## config.mk

```make
export PLATFORM = sky130hd
export DESIGN_NAME = sorted_unique_key_set
export DESIGN_NICKNAME = d
export VERILOG_FILES = /design/src/hdl/sks_pkg.sv /design/src/hdl/sks_ram.sv /design/src/hdl/sks_ctrl.sv /design/src/hdl/sks_dp.sv /design/src/hdl/sorted_unique_key_set.sv
export VERILOG_INCLUDE_DIRS = /design/src /design/src/hdl
export SDC_FILE = /design/constraint.sdc
export NUM_CORES = 2
export LEC_CHECK = 0
export ABC_AREA = 0
export CORE_MARGIN = 3
export CORE_UTILIZATION = 45
export CTS_BUF_LIST = sky130_fd_sc_hd__clkbuf_2
export CTS_CLUSTER_SIZE = 20
export DETAILED_ROUTE_END_ITERATION = 10
export DONT_BUFFER_PORTS = 1
export PLACE_DENSITY = 0.58
export REMOVE_ABC_BUFFERS = 1
export SLEW_MARGIN = 20
export SYNTH_ARGS = -nofsm -noshare
export SYNTH_HDL_FRONTEND = slang
export SYNTH_SLANG_ARGS = --single-unit
```

## constraint.sdc

```tcl
create_clock -name clk_i -period 4.8 [get_ports clk_i]
set_input_delay 0.24 -clock clk_i [delete_from_list [all_inputs] [get_ports clk_i]]
set_output_delay 0.24 -clock clk_i [all_outputs]
set_load 0.005 [all_outputs]
```

## src/hdl/assert_macros.svh

```systemverilog
// ----------------------------------------------------------------------------
// Assertion macros
// Shared concurrent assertion helpers for the sorted key set block.
// ----------------------------------------------------------------------------
`ifndef ASSERT_MACROS_SVH
`define ASSERT_MACROS_SVH

// Assertion on an explicit clock and active-low reset.
`define SKS_ASSERT_AT(lbl, clk, rst_n, prop, msg) \
  lbl: assert property (@(posedge clk) disable iff (!rst_n) prop) else $error(msg);

// Assertion on the module's clk_i / rst_ni.
`define SKS_ASSERT(lbl, prop, msg) `SKS_ASSERT_AT(lbl, clk_i, rst_ni, prop, msg)

`endif

```

## src/hdl/sks_pkg.sv

```systemverilog
// ----------------------------------------------------------------------------
// Sorted key set package
// Operation and status codes, controller/datapath command and status types.
// ----------------------------------------------------------------------------
package sks_pkg;

  localparam int unsigned DefaultCapacity = 64;

  localparam logic [2:0] OP_INSERT = 3'd0;
  localparam logic [2:0] OP_DELETE = 3'd1;
  localparam logic [2:0] OP_SEARCH = 3'd2;
  localparam logic [2:0] OP_NTH    = 3'd3;
  localparam logic [2:0] OP_FIRST  = 3'd4;
  localparam logic [2:0] OP_LAST   = 3'd5;
  localparam logic [2:0] OP_CLEAR  = 3'd6;

  localparam logic [1:0] ST_DONE     = 2'd0;
  localparam logic [1:0] ST_REJECTED = 2'd1;
  localparam logic [1:0] ST_FULL     = 2'd2;

  // Walk pointer update
  typedef enum logic [2:0] {
    I_HOLD,
    I_ZERO,
    I_INC,
    I_DEC,
    I_COUNT,
    I_NTH,
    I_LAST
  } iop_e;

  // Read address relative to the walk pointer
  typedef enum logic [1:0] {
    RD_I,
    RD_IM1,
    RD_IP1
  } rsel_e;

  // Key count update
  typedef enum logic [1:0] {
    CNT_HOLD,
    CNT_INC,
    CNT_DEC,
    CNT_CLR
  } cop_e;

  typedef struct packed {
    logic       latch;
    iop_e       i_op;
    logic       slot_ld;
    logic       slot_hit;
    logic       rd_en;
    rsel_e      rd_sel;
    logic       wr_en;
    logic       wr_key;
    cop_e       cnt_op;
    logic       out_ld;
    logic [1:0] out_status;
  } cmd_t;

  typedef struct packed {
    logic [2:0] op;
    logic       lt;
    logic       eq;
    logic       scan_end;
    logic       hit;
    logic       full;
    logic       nth_bad;
    logic       empty;
    logic       ins_done;
    logic       del_done;
  } sts_t;

endpackage

```

## src/hdl/sks_ram.sv

```systemverilog
// ----------------------------------------------------------------------------
// Generic RAM
// One write port, one read port with registered read data.
// ----------------------------------------------------------------------------
module sks_ram #(
  parameter int unsigned WIDTH = 32,
  parameter int unsigned DEPTH = 64
) (
  input  logic                     clk_i,
  input  logic                     we_i,
  input  logic [$clog2(DEPTH)-1:0] waddr_i,
  input  logic [WIDTH-1:0]         wdata_i,
  input  logic                     re_i,
  input  logic [$clog2(DEPTH)-1:0] raddr_i,
  output logic [WIDTH-1:0]         rdata_o
);

  logic [WIDTH-1:0] mem_q [DEPTH];
  logic [WIDTH-1:0] rdata_q;

  always_ff @(posedge clk_i) begin
    if (we_i) begin
      mem_q[waddr_i] <= wdata_i;
    end
    if (re_i) begin
      rdata_q <= mem_q[raddr_i];
    end
  end

  assign rdata_o = rdata_q;

endmodule

```

## src/hdl/sks_ctrl.sv

```systemverilog
// ----------------------------------------------------------------------------
// Sorted key set controller
// Sequences scan, shift and read steps and owns the result handshake.
// ----------------------------------------------------------------------------
`include "assert_macros.svh"

module sks_ctrl (
  input  logic          clk_i,
  input  logic          rst_ni,
  input  logic          in_valid_i,
  output logic          in_ready_o,
  output logic          out_valid_o,
  input  logic          out_ready_i,
  input  sks_pkg::sts_t sts_i,
  output sks_pkg::cmd_t cmd_o
);

  import sks_pkg::*;

  localparam logic [3:0] S_IDLE     = 4'd0;
  localparam logic [3:0] S_DISPATCH = 4'd1;
  localparam logic [3:0] S_SCAN_CHK = 4'd2;
  localparam logic [3:0] S_SCAN_CMP = 4'd3;
  localparam logic [3:0] S_DECIDE   = 4'd4;
  localparam logic [3:0] S_INS_CHK  = 4'd5;
  localparam logic [3:0] S_INS_WR   = 4'd6;
  localparam logic [3:0] S_DEL_CHK  = 4'd7;
  localparam logic [3:0] S_DEL_WR   = 4'd8;
  localparam logic [3:0] S_READ     = 4'd9;
  localparam logic [3:0] S_DONE     = 4'd10;

  logic [3:0] state_q, state_d;
  logic [1:0] res_q, res_d;
  logic       out_valid_q, out_valid_d;
  logic       out_free;
  cmd_t       cmd;

  assign out_free = !out_valid_q || out_ready_i;

  always_comb begin
    cmd            = '0;
    cmd.i_op       = I_HOLD;
    cmd.rd_sel     = RD_I;
    cmd.cnt_op     = CNT_HOLD;
    cmd.out_status = res_q;
    state_d        = state_q;
    res_d          = res_q;
    case (state_q)
      S_IDLE: begin
        cmd.latch = in_valid_i;
        if (in_valid_i) begin
          state_d = S_DISPATCH;
        end
      end
      S_DISPATCH: begin
        res_d   = ST_REJECTED;
        state_d = S_DONE;
        case (sts_i.op)
          OP_INSERT, OP_DELETE, OP_SEARCH: begin
            cmd.i_op = I_ZERO;
            state_d  = S_SCAN_CHK;
          end
          OP_NTH: begin
            if (!sts_i.nth_bad) begin
              cmd.i_op = I_NTH;
              state_d  = S_READ;
            end
          end
          OP_FIRST: begin
            if (!sts_i.empty) begin
              cmd.i_op = I_ZERO;
              state_d  = S_READ;
            end
          end
          OP_LAST: begin
            if (!sts_i.empty) begin
              cmd.i_op = I_LAST;
              state_d  = S_READ;
            end
          end
          OP_CLEAR: begin
            cmd.cnt_op = CNT_CLR;
            res_d      = ST_DONE;
          end
          default: begin
            res_d = ST_REJECTED;
          end
        endcase
      end
      S_SCAN_CHK: begin
        if (sts_i.scan_end) begin
          cmd.slot_ld = 1'b1;
          state_d     = S_DECIDE;
        end else begin
          cmd.rd_en = 1'b1;
          state_d   = S_SCAN_CMP;
        end
      end
      S_SCAN_CMP: begin
        if (sts_i.lt) begin
          cmd.i_op = I_INC;
          state_d  = S_SCAN_CHK;
        end else begin
          cmd.slot_ld  = 1'b1;
          cmd.slot_hit = sts_i.eq;
          state_d      = S_DECIDE;
        end
      end
      S_DECIDE: begin
        res_d   = ST_REJECTED;
        state_d = S_DONE;
        case (sts_i.op)
          OP_INSERT: begin
            if (sts_i.hit) begin
              res_d = ST_REJECTED;
            end else if (sts_i.full) begin
              res_d = ST_FULL;
            end else begin
              cmd.i_op = I_COUNT;
              state_d  = S_INS_CHK;
            end
          end
          OP_DELETE: begin
            if (sts_i.hit) begin
              state_d = S_DEL_CHK;
            end
          end
          default: begin
            res_d = sts_i.hit ? ST_DONE : ST_REJECTED;
          end
        endcase
      end
      S_INS_CHK: begin
        if (sts_i.ins_done) begin
          cmd.wr_en  = 1'b1;
          cmd.wr_key = 1'b1;
          cmd.cnt_op = CNT_INC;
          res_d      = ST_DONE;
          state_d    = S_DONE;
        end else begin
          cmd.rd_en  = 1'b1;
          cmd.rd_sel = RD_IM1;
          state_d    = S_INS_WR;
        end
      end
      S_INS_WR: begin
        cmd.wr_en = 1'b1;
        cmd.i_op  = I_DEC;
        state_d   = S_INS_CHK;
      end
      S_DEL_CHK: begin
        if (sts_i.del_done) begin
          cmd.cnt_op = CNT_DEC;
          res_d      = ST_DONE;
          state_d    = S_DONE;
        end else begin
          cmd.rd_en  = 1'b1;
          cmd.rd_sel = RD_IP1;
          state_d    = S_DEL_WR;
        end
      end
      S_DEL_WR: begin
        cmd.wr_en = 1'b1;
        cmd.i_op  = I_INC;
        state_d   = S_DEL_CHK;
      end
      S_READ: begin
        cmd.rd_en = 1'b1;
        res_d     = ST_DONE;
        state_d   = S_DONE;
      end
      S_DONE: begin
        // read data stays put here since no read is issued
        if (out_free) begin
          cmd.out_ld = 1'b1;
          state_d    = S_IDLE;
        end
      end
      default: begin
        state_d = S_IDLE;
      end
    endcase
  end

  always_comb begin
    out_valid_d = out_valid_q;
    if (cmd.out_ld) begin
      out_valid_d = 1'b1;
    end else if (out_ready_i) begin
      out_valid_d = 1'b0;
    end
  end

  always_ff @(posedge clk_i or negedge rst_ni) begin
    if (!rst_ni) begin
      state_q     <= S_IDLE;
      res_q       <= ST_DONE;
      out_valid_q <= 1'b0;
    end else begin
      state_q     <= state_d;
      res_q       <= res_d;
      out_valid_q <= out_valid_d;
    end
  end

  assign in_ready_o  = (state_q == S_IDLE);
  assign out_valid_o = out_valid_q;
  assign cmd_o       = cmd;

  `SKS_ASSERT(a_accept_dispatch, (in_valid_i && in_ready_o) |=> (state_q == S_DISPATCH), "accepted beat not dispatched")
  `SKS_ASSERT(a_load_free, (state_q == S_DONE && out_free) |=> out_valid_q, "result beat not presented")

endmodule

```

## src/hdl/sks_dp.sv

```systemverilog
// ----------------------------------------------------------------------------
// Sorted key set datapath
// Key store, walk pointer, key count, compare and result registers.
// ----------------------------------------------------------------------------
`include "assert_macros.svh"

module sks_dp #(
  parameter int unsigned CAPACITY = sks_pkg::DefaultCapacity
) (
  input  logic               clk_i,
  input  logic               rst_ni,
  input  sks_pkg::cmd_t      cmd_i,
  output sks_pkg::sts_t      sts_o,
  input  logic [2:0]         operation_i,
  input  logic signed [31:0] key_i,
  input  logic [6:0]         index_i,
  output logic [1:0]         status_o,
  output logic signed [31:0] value_o,
  output logic [6:0]         position_o,
  output logic [6:0]         count_o
);

  import sks_pkg::*;

  localparam int unsigned AW = $clog2(CAPACITY);
  localparam int unsigned CW = $clog2(CAPACITY + 1);
  localparam int unsigned NW = (CW > 7) ? CW : 7;

  logic [2:0]         op_q;
  logic signed [31:0] key_q;
  logic [6:0]         idx_q;
  logic [CW-1:0]      i_q, i_d;
  logic [CW-1:0]      slot_q;
  logic               hit_q;
  logic [CW-1:0]      count_q, count_d;

  logic [1:0]         status_q;
  logic signed [31:0] value_q;
  logic [6:0]         position_q;
  logic [6:0]         count_out_q;

  logic [CW-1:0]      rd_ptr;
  logic [31:0]        rdata;
  logic signed [31:0] rkey;
  logic [NW-1:0]      idx_m1;
  logic [CW:0]        i_p1_w;
  logic [CW+7:0]      pos_w;
  logic [CW+7:0]      cnt_w;
  logic signed [31:0] value_d;
  logic [6:0]         position_d;

  assign rkey   = $signed(rdata);
  assign idx_m1 = NW'(idx_q) - NW'(1);
  assign i_p1_w = (CW + 1)'(i_q) + (CW + 1)'(1);

  always_comb begin
    case (cmd_i.rd_sel)
      RD_IM1:  rd_ptr = i_q - CW'(1);
      RD_IP1:  rd_ptr = i_q + CW'(1);
      default: rd_ptr = i_q;
    endcase
  end

  sks_ram #(
    .WIDTH(32),
    .DEPTH(CAPACITY)
  ) u_ram (
    .clk_i  (clk_i),
    .we_i   (cmd_i.wr_en),
    .waddr_i(i_q[AW-1:0]),
    .wdata_i(cmd_i.wr_key ? key_q : rdata),
    .re_i   (cmd_i.rd_en),
    .raddr_i(rd_ptr[AW-1:0]),
    .rdata_o(rdata)
  );

  always_comb begin
    case (cmd_i.i_op)
      I_ZERO:  i_d = '0;
      I_INC:   i_d = i_q + CW'(1);
      I_DEC:   i_d = i_q - CW'(1);
      I_COUNT: i_d = count_q;
      I_NTH:   i_d = idx_m1[CW-1:0];
      I_LAST:  i_d = count_q - CW'(1);
      default: i_d = i_q;
    endcase
  end

  always_comb begin
    case (cmd_i.cnt_op)
      CNT_INC: count_d = count_q + CW'(1);
      CNT_DEC: count_d = count_q - CW'(1);
      CNT_CLR: count_d = '0;
      default: count_d = count_q;
    endcase
  end

  // Result fields are shaped from the finished operation
  assign pos_w = (CW + 8)'(slot_q) + (CW + 8)'(1);
  assign cnt_w = (CW + 8)'(count_q);

  always_comb begin
    value_d    = '0;
    position_d = '0;
    if (cmd_i.out_status == ST_DONE) begin
      if (op_q inside {OP_NTH, OP_FIRST, OP_LAST}) begin
        value_d = rkey;
      end
      if (op_q == OP_SEARCH) begin
        position_d = pos_w[6:0];
      end
    end
  end

  always_ff @(posedge clk_i or negedge rst_ni) begin
    if (!rst_ni) begin
      count_q <= '0;
    end else begin
      count_q <= count_d;
    end
  end

  always_ff @(posedge clk_i) begin
    if (cmd_i.latch) begin
      op_q  <= operation_i;
      key_q <= key_i;
      idx_q <= index_i;
    end
    i_q <= i_d;
    if (cmd_i.slot_ld) begin
      slot_q <= i_q;
      hit_q  <= cmd_i.slot_hit;
    end
    if (cmd_i.out_ld) begin
      status_q    <= cmd_i.out_status;
      value_q     <= value_d;
      position_q  <= position_d;
      count_out_q <= cnt_w[6:0];
    end
  end

  always_comb begin
    sts_o.op       = op_q;
    sts_o.lt       = rkey < key_q;
    sts_o.eq       = rkey == key_q;
    sts_o.scan_end = i_q == count_q;
    sts_o.hit      = hit_q;
    sts_o.full     = count_q >= CW'(CAPACITY);
    sts_o.nth_bad  = (idx_q == '0) || (NW'(idx_q) > NW'(count_q));
    sts_o.empty    = count_q == '0;
    sts_o.ins_done = i_q == slot_q;
    sts_o.del_done = i_p1_w == (CW + 1)'(count_q);
  end

  assign status_o   = status_q;
  assign value_o    = value_q;
  assign position_o = position_q;
  assign count_o    = count_out_q;

  `SKS_ASSERT(a_count_cap, count_q <= CW'(CAPACITY), "key count above capacity")
  `SKS_ASSERT(a_ins_room, (cmd_i.wr_en && cmd_i.wr_key) |-> (count_q < CW'(CAPACITY)), "insert into full store")
  `SKS_ASSERT(a_del_hit, (cmd_i.cnt_op == CNT_DEC) |-> (hit_q && (count_q != '0)), "delete without a hit")

endmodule

```

## src/hdl/sorted_unique_key_set.sv

```systemverilog
// ----------------------------------------------------------------------------
// Sorted unique key set
// Ordered set of distinct signed keys with insert, delete, search and reads.
// ----------------------------------------------------------------------------
// Keys live in one RAM in ascending order and are handled one request at a
// time. Search, insert and delete walk the store from the bottom, reading
// and then comparing each key below the requested one; insert then moves
// every larger key up one slot and delete moves every larger key down, each
// move a read and then a write. Nth, first and last pass through dispatch, a
// read and done; clear, an unused code and a rejected nth, first or last go
// from dispatch to done. A rejected search, insert or delete still walks the
// store first. Each step is paced by the single RAM read port's registered data.
// A new request is taken while the previous result still waits on the output.
// ----------------------------------------------------------------------------
module sorted_unique_key_set #(
  parameter int unsigned CAPACITY = sks_pkg::DefaultCapacity
) (
  input  logic               clk_i,
  input  logic               rst_ni,
  input  logic               in_valid_i,
  output logic               in_ready_o,
  input  logic [2:0]         operation_i,
  input  logic signed [31:0] key_i,
  input  logic [6:0]         index_i,
  output logic               out_valid_o,
  input  logic               out_ready_i,
  output logic [1:0]         status_o,
  output logic signed [31:0] value_o,
  output logic [6:0]         position_o,
  output logic [6:0]         count_o
);

  import sks_pkg::*;

  cmd_t cmd;
  sts_t sts;

  sks_ctrl u_ctrl (
    .clk_i      (clk_i),
    .rst_ni     (rst_ni),
    .in_valid_i (in_valid_i),
    .in_ready_o (in_ready_o),
    .out_valid_o(out_valid_o),
    .out_ready_i(out_ready_i),
    .sts_i      (sts),
    .cmd_o      (cmd)
  );

  sks_dp #(
    .CAPACITY(CAPACITY)
  ) u_dp (
    .clk_i      (clk_i),
    .rst_ni     (rst_ni),
    .cmd_i      (cmd),
    .sts_o      (sts),
    .operation_i(operation_i),
    .key_i      (key_i),
    .index_i    (index_i),
    .status_o   (status_o),
    .value_o    (value_o),
    .position_o (position_o),
    .count_o    (count_o)
  );

endmodule

```

==> impl_metrics.csv <==
group,metric,value,unit
yosys,ys_async_sr_fraction,0.637,%
floorplan,pin_count,96,
clock_tree,path_clk_slew,90,ps
yosys,synth_edf_count,2185,
clock_tree,cts_tree,"done",
yosys,synthTopCellsByArea,"edfxtp_1 75%, nand2_1 7.9%, nand3_1 3.5%",
sta,fmax,210,MHz
drt,route.detailed.wl_per_inst,27.4,um
clock_tree,clockBufferDepth,4,
cells_and_area,nets,7645,
drt,routed_wl,289,mm
sta,worstMarginPinSlew,1270,ps
critical_path,startpoint_type,"register",
floorplan,row_count,161,
yosys,syn_area,88100,um^2
power_and_ir_drop,leakage,37.6,nW
drt,viasPerCell,5.88,
critical_path,r2r_slack,30,ps
floorplan,dieArea,201000,um^2
sta,hold_viol_final,0,
flow_run,cap_violations,0,
sta,finalSetupViolCount,0,
place,gp_congestion,0.899,
run_status,outcome,"complete, no violations",
yosys,synth_top_area_share,74.5,%
grt,track_usage,27.9,%
critical_path,endpoint_kind,"register",
cells_and_area,nFillCells,16200,
yosys,post_synth.cell_area_avg,13.4,um^2
sta,period_share,99.4,%
critical_path,worstPathCellList,"buf_6 -> buf_4 -> a22o_1 -> nand3_1 -> o21ai_1 -> a2111o_1 -> o21ai_2 -> buf_4 -> buf_4 -> ha_4 -> buf_4 -> nand2_1 -> o21a_4 -> buf_12 -> buf_12 -> buf_16 -> nand2_1 -> a311oi_2 -> nor3_1 -> buf_4 -> a311oi_4 -> and3_1",
cells_and_area,multi_input_area,22300,um^2
critical_path,crit_type,"reg -> reg",
yosys,synth-seq-cells,2199,
critical_path,path_common_cell,"buf_4",
place,port_buffers,0,
power_and_ir_drop,vdd_drop_max,0.378,mV
yosys,synth_cell_type_count,72,
place,place_inst,9333,
grt,grt_first_pass_wirelength,406,mm
critical_path,regToRegStartpoint,"u_dp.i_q[0]$_DFFE_PP_",
critical_path,crit_fanout,36,
sta,period_minus_slack,4770,ps
worst_hold_path,whs_endpoint,"u_dp.idx_q[2]$_DFFE_PP_",
yosys,synthFlopType,"edfxtp_1",
drt,drc_errors,0,
floorplan,die_w,448,um
critical_path,crit_arrival,6440,ps
drt,num_vias,61900,
clock_tree,worst_skew_pair.late_latency,1840,ps
cells_and_area,stdcell_count,10500,
clock_tree,htreeDepth,6,
grt,grt_pass1_vias,58700,
yosys,syn_inst,6585,
sta,rsz0062_at_grt,"yes",
critical_path,cp_slowest_stage_delay,510,ps
place,dp_hpwl,166,mm
grt,antenna_found_initial,17,
cells_and_area,syn_to_final_growth,19.6,%
worst_hold_path,hp-start,"index_i[2]",
clock_tree,numCtsBuffers,577,
cells_and_area,seq_area,66000,um^2
grt,grt_max_degree,87,
drt,first_iter_violations,7574,
yosys,ys_seq_area_share,74.9,%
sta,relSlewSlack,15.7,%
sta,slew_violations,0,
critical_path,ff2ff_path_depth,22,
clock_tree,cts_sinks,2199,
grt,grt-ovfl-total,0,
critical_path,rr_endpoint,"u_dp.u_ram.rdata_o[9]$_DFFE_PP_",
clock_tree,root_buffer,"clkbuf_2",
drt,antenna_left,0,
drt,dr.pass1.iters,8,
sta,fin_skew,150,ps
worst_hold_path,min_path_type,"in -> reg",
power_and_ir_drop,powerDensity,642,nW/um^2
critical_path,cpMaxStageDelayCell,"a311oi_4",
yosys,synth_top_area_cell,"edfxtp_1",
floorplan,core_area,194000,um^2
yosys,ys_warn_count,0,
sta,tns,0,ps
floorplan,die_h,448,um
floorplan,start_util,45.5,%
cells_and_area,drive_above_1_share,22.8,%
worst_hold_path,hold_depth,3,
critical_path,worstPathRequired,6470,ps
## how the worst max path moves through the flow
stage                     slack [ps]  depth (start not counted)                               end                   from
after floorplan               -29010                         12  u_dp.u_ram.rdata_o[30]$_DFFE_PP_  u_dp.i_q[2]$_DFFE_PP_
after global placement          -870                         22   u_dp.u_ram.rdata_o[9]$_DFFE_PP_  u_dp.i_q[0]$_DFFE_PP_
after detailed placement        -910                         21   u_dp.u_ram.rdata_o[9]$_DFFE_PP_  u_dp.i_q[0]$_DFFE_PP_
after CTS                        -20                         20   u_dp.u_ram.rdata_o[9]$_DFFE_PP_  u_dp.i_q[0]$_DFFE_PP_
after global routing             -70                         26  u_dp.u_ram.rdata_o[12]$_DFFE_PP_  u_dp.i_q[0]$_DFFE_PP_
final                             30                         22   u_dp.u_ram.rdata_o[9]$_DFFE_PP_  u_dp.i_q[0]$_DFFE_PP_
## Yosys cell counts (10+ instances only)
cell type	instances
a2111oi_0	25
a211oi_1	51
a21oi_1	148
a221oi_1	25
a311oi_1	135
a31oi_1	130
a32oi_1	105
and2_1	36
and3_1	187
buf_1	36
buf_2	71
clkbuf_1	325
dfrtp_1	14
edfxtp_1	2185
ha_1	48
inv_1	57
mux2i_1	106
nand2_1	1854
nand2b_1	10
nand3_1	612
nand4_1	18
nor2_1	111
nor3_1	52
nor4_1	10
o21ai_0	59
o22ai_1	25
xnor2_1	20
xor2_1	18
## report_power, final
| group | internal (W) | total, W | switching [W] | leakage (nW) |
|---|---|---|---|---|
| clock | 0.00464 | 0.0122 | 0.00755 | 3.67 |
| combinational | 0.0104 | 0.0301 | 0.0198 | 14.1 |
| sequential | 0.0248 | 0.0253 | 0.000563 | 19.8 |
## metal layers
metal,vias up,share of wire [%],global-route usage [%]
met5,-,0.0087,0
met4,4,3.4,10.6
met3,510,10,5.66
met2,3601,46,42.9
met1,31000,40,39.2
li1,26800,-,-
## layout make-up
cell class / instances / share of cell area (%)
clock inverter: 113 / 0.493
inverter: 57 / 0.203
tap: 2608 / 3.10
multi-input combinational: 3891 / 21.2
antenna: 12 / 0.0285
sequential: 2199 / 62.6
timing repair buffer: 825 / 8.45
clock buffer: 816 / 3.88
## layout by cell type, fill, tap and decap left out, types with 16 or more instances in the layout
cell type / count
clkbuf_2: 816
buf_12: 97
ha_1: 44
a32oi_1: 98
nand2_1: 1846
o22ai_1: 17
xor2_1: 18
nor2_1: 47
and2_1: 34
buf_16: 22
nor3_1: 39
dlygate4sd3_1: 177
a311oi_1: 103
xnor2_1: 19
inv_2: 21
nor2_4: 65
and3_1: 185
clkinv_1: 81
a31oi_1: 126
a311oi_2: 29
mux2i_1: 102
inv_1: 54
o21ai_4: 34
nand4_1: 18
buf_4: 465
edfxtp_1: 2185
o21ai_0: 23
a21oi_2: 35
buf_6: 37
a211oi_1: 49
clkbuf_16: 16
nand3_1: 610
a21oi_1: 103
## flip-flops by register name (all words and copies together), names as in the netlist, 4 cells and up
name                flops
u_dp.slot_q             7
u_dp.value_o           32
u_dp.u_ram.mem_q     2048
u_dp.position_o         7
u_ctrl.state_q          4
u_dp.idx_q              7
u_dp.key_q             32
u_dp.u_ram.rdata_o     32
u_dp.i_q                7
u_dp.count_q            7
u_dp.count_o            7
## critical path: cells and delay by family, from the launching register on
family / cells / cell delay [ps]
AOI/OAI and AO/OA: 7 / 1880
adders and majority gates: 1 / 220
buffers and inverters: 9 / 1440
DFF: 1 / 420
and+or+nand+nor: 5 / 600
## stage by stage
stage          util [%]  power, W  hold WS [ps]  cell area (um^2)  worst slack, ps
3_3_place_gp       49.7    0.0517         -55.1             96100             -872
2_1_floorplan         -    0.0364         -55.6             86300           -29010
3_5_place_dp       49.7    0.0519         -54.9             96100             -915
4_1_cts            53.4    0.0653          70.6            103000            -18.1
6_report           54.4    0.0676           297            105000             28.1
5_1_grt            54.4    0.0705           125            105000            -71.0
## cell families (layout without fill, tap and decap cells)
| logic type | count (synthesis) | in the layout | synth area share, % |
|---|---|---|---|
| other | 0 | 12 | 0 |
| buffers and inverters | 495 | 1811 | 2.25 |
| and+or+nand+nor | 2942 | 2942 | 14.5 |
| adders and majority gates | 48 | 48 | 0.682 |
| DFF | 2199 | 2199 | 74.9 |
| xor gates and xnor gates | 38 | 38 | 0.378 |
| AOI/OAI and AO/OA | 755 | 755 | 6.09 |
| muxes | 108 | 108 | 1.23 |
## timing repair
action                                  in CTS  in global routing
buffers inserted                            17                 33
hold buffers                               178                  0
pin swaps                                   18                 30
endpoints found under the setup margin      32                 32
cloned                                       6                 16
endpoints found under the hold margin      150                  0
resized for setup                          114                217
Note: power is estimated with default switching activity, not from simulation.
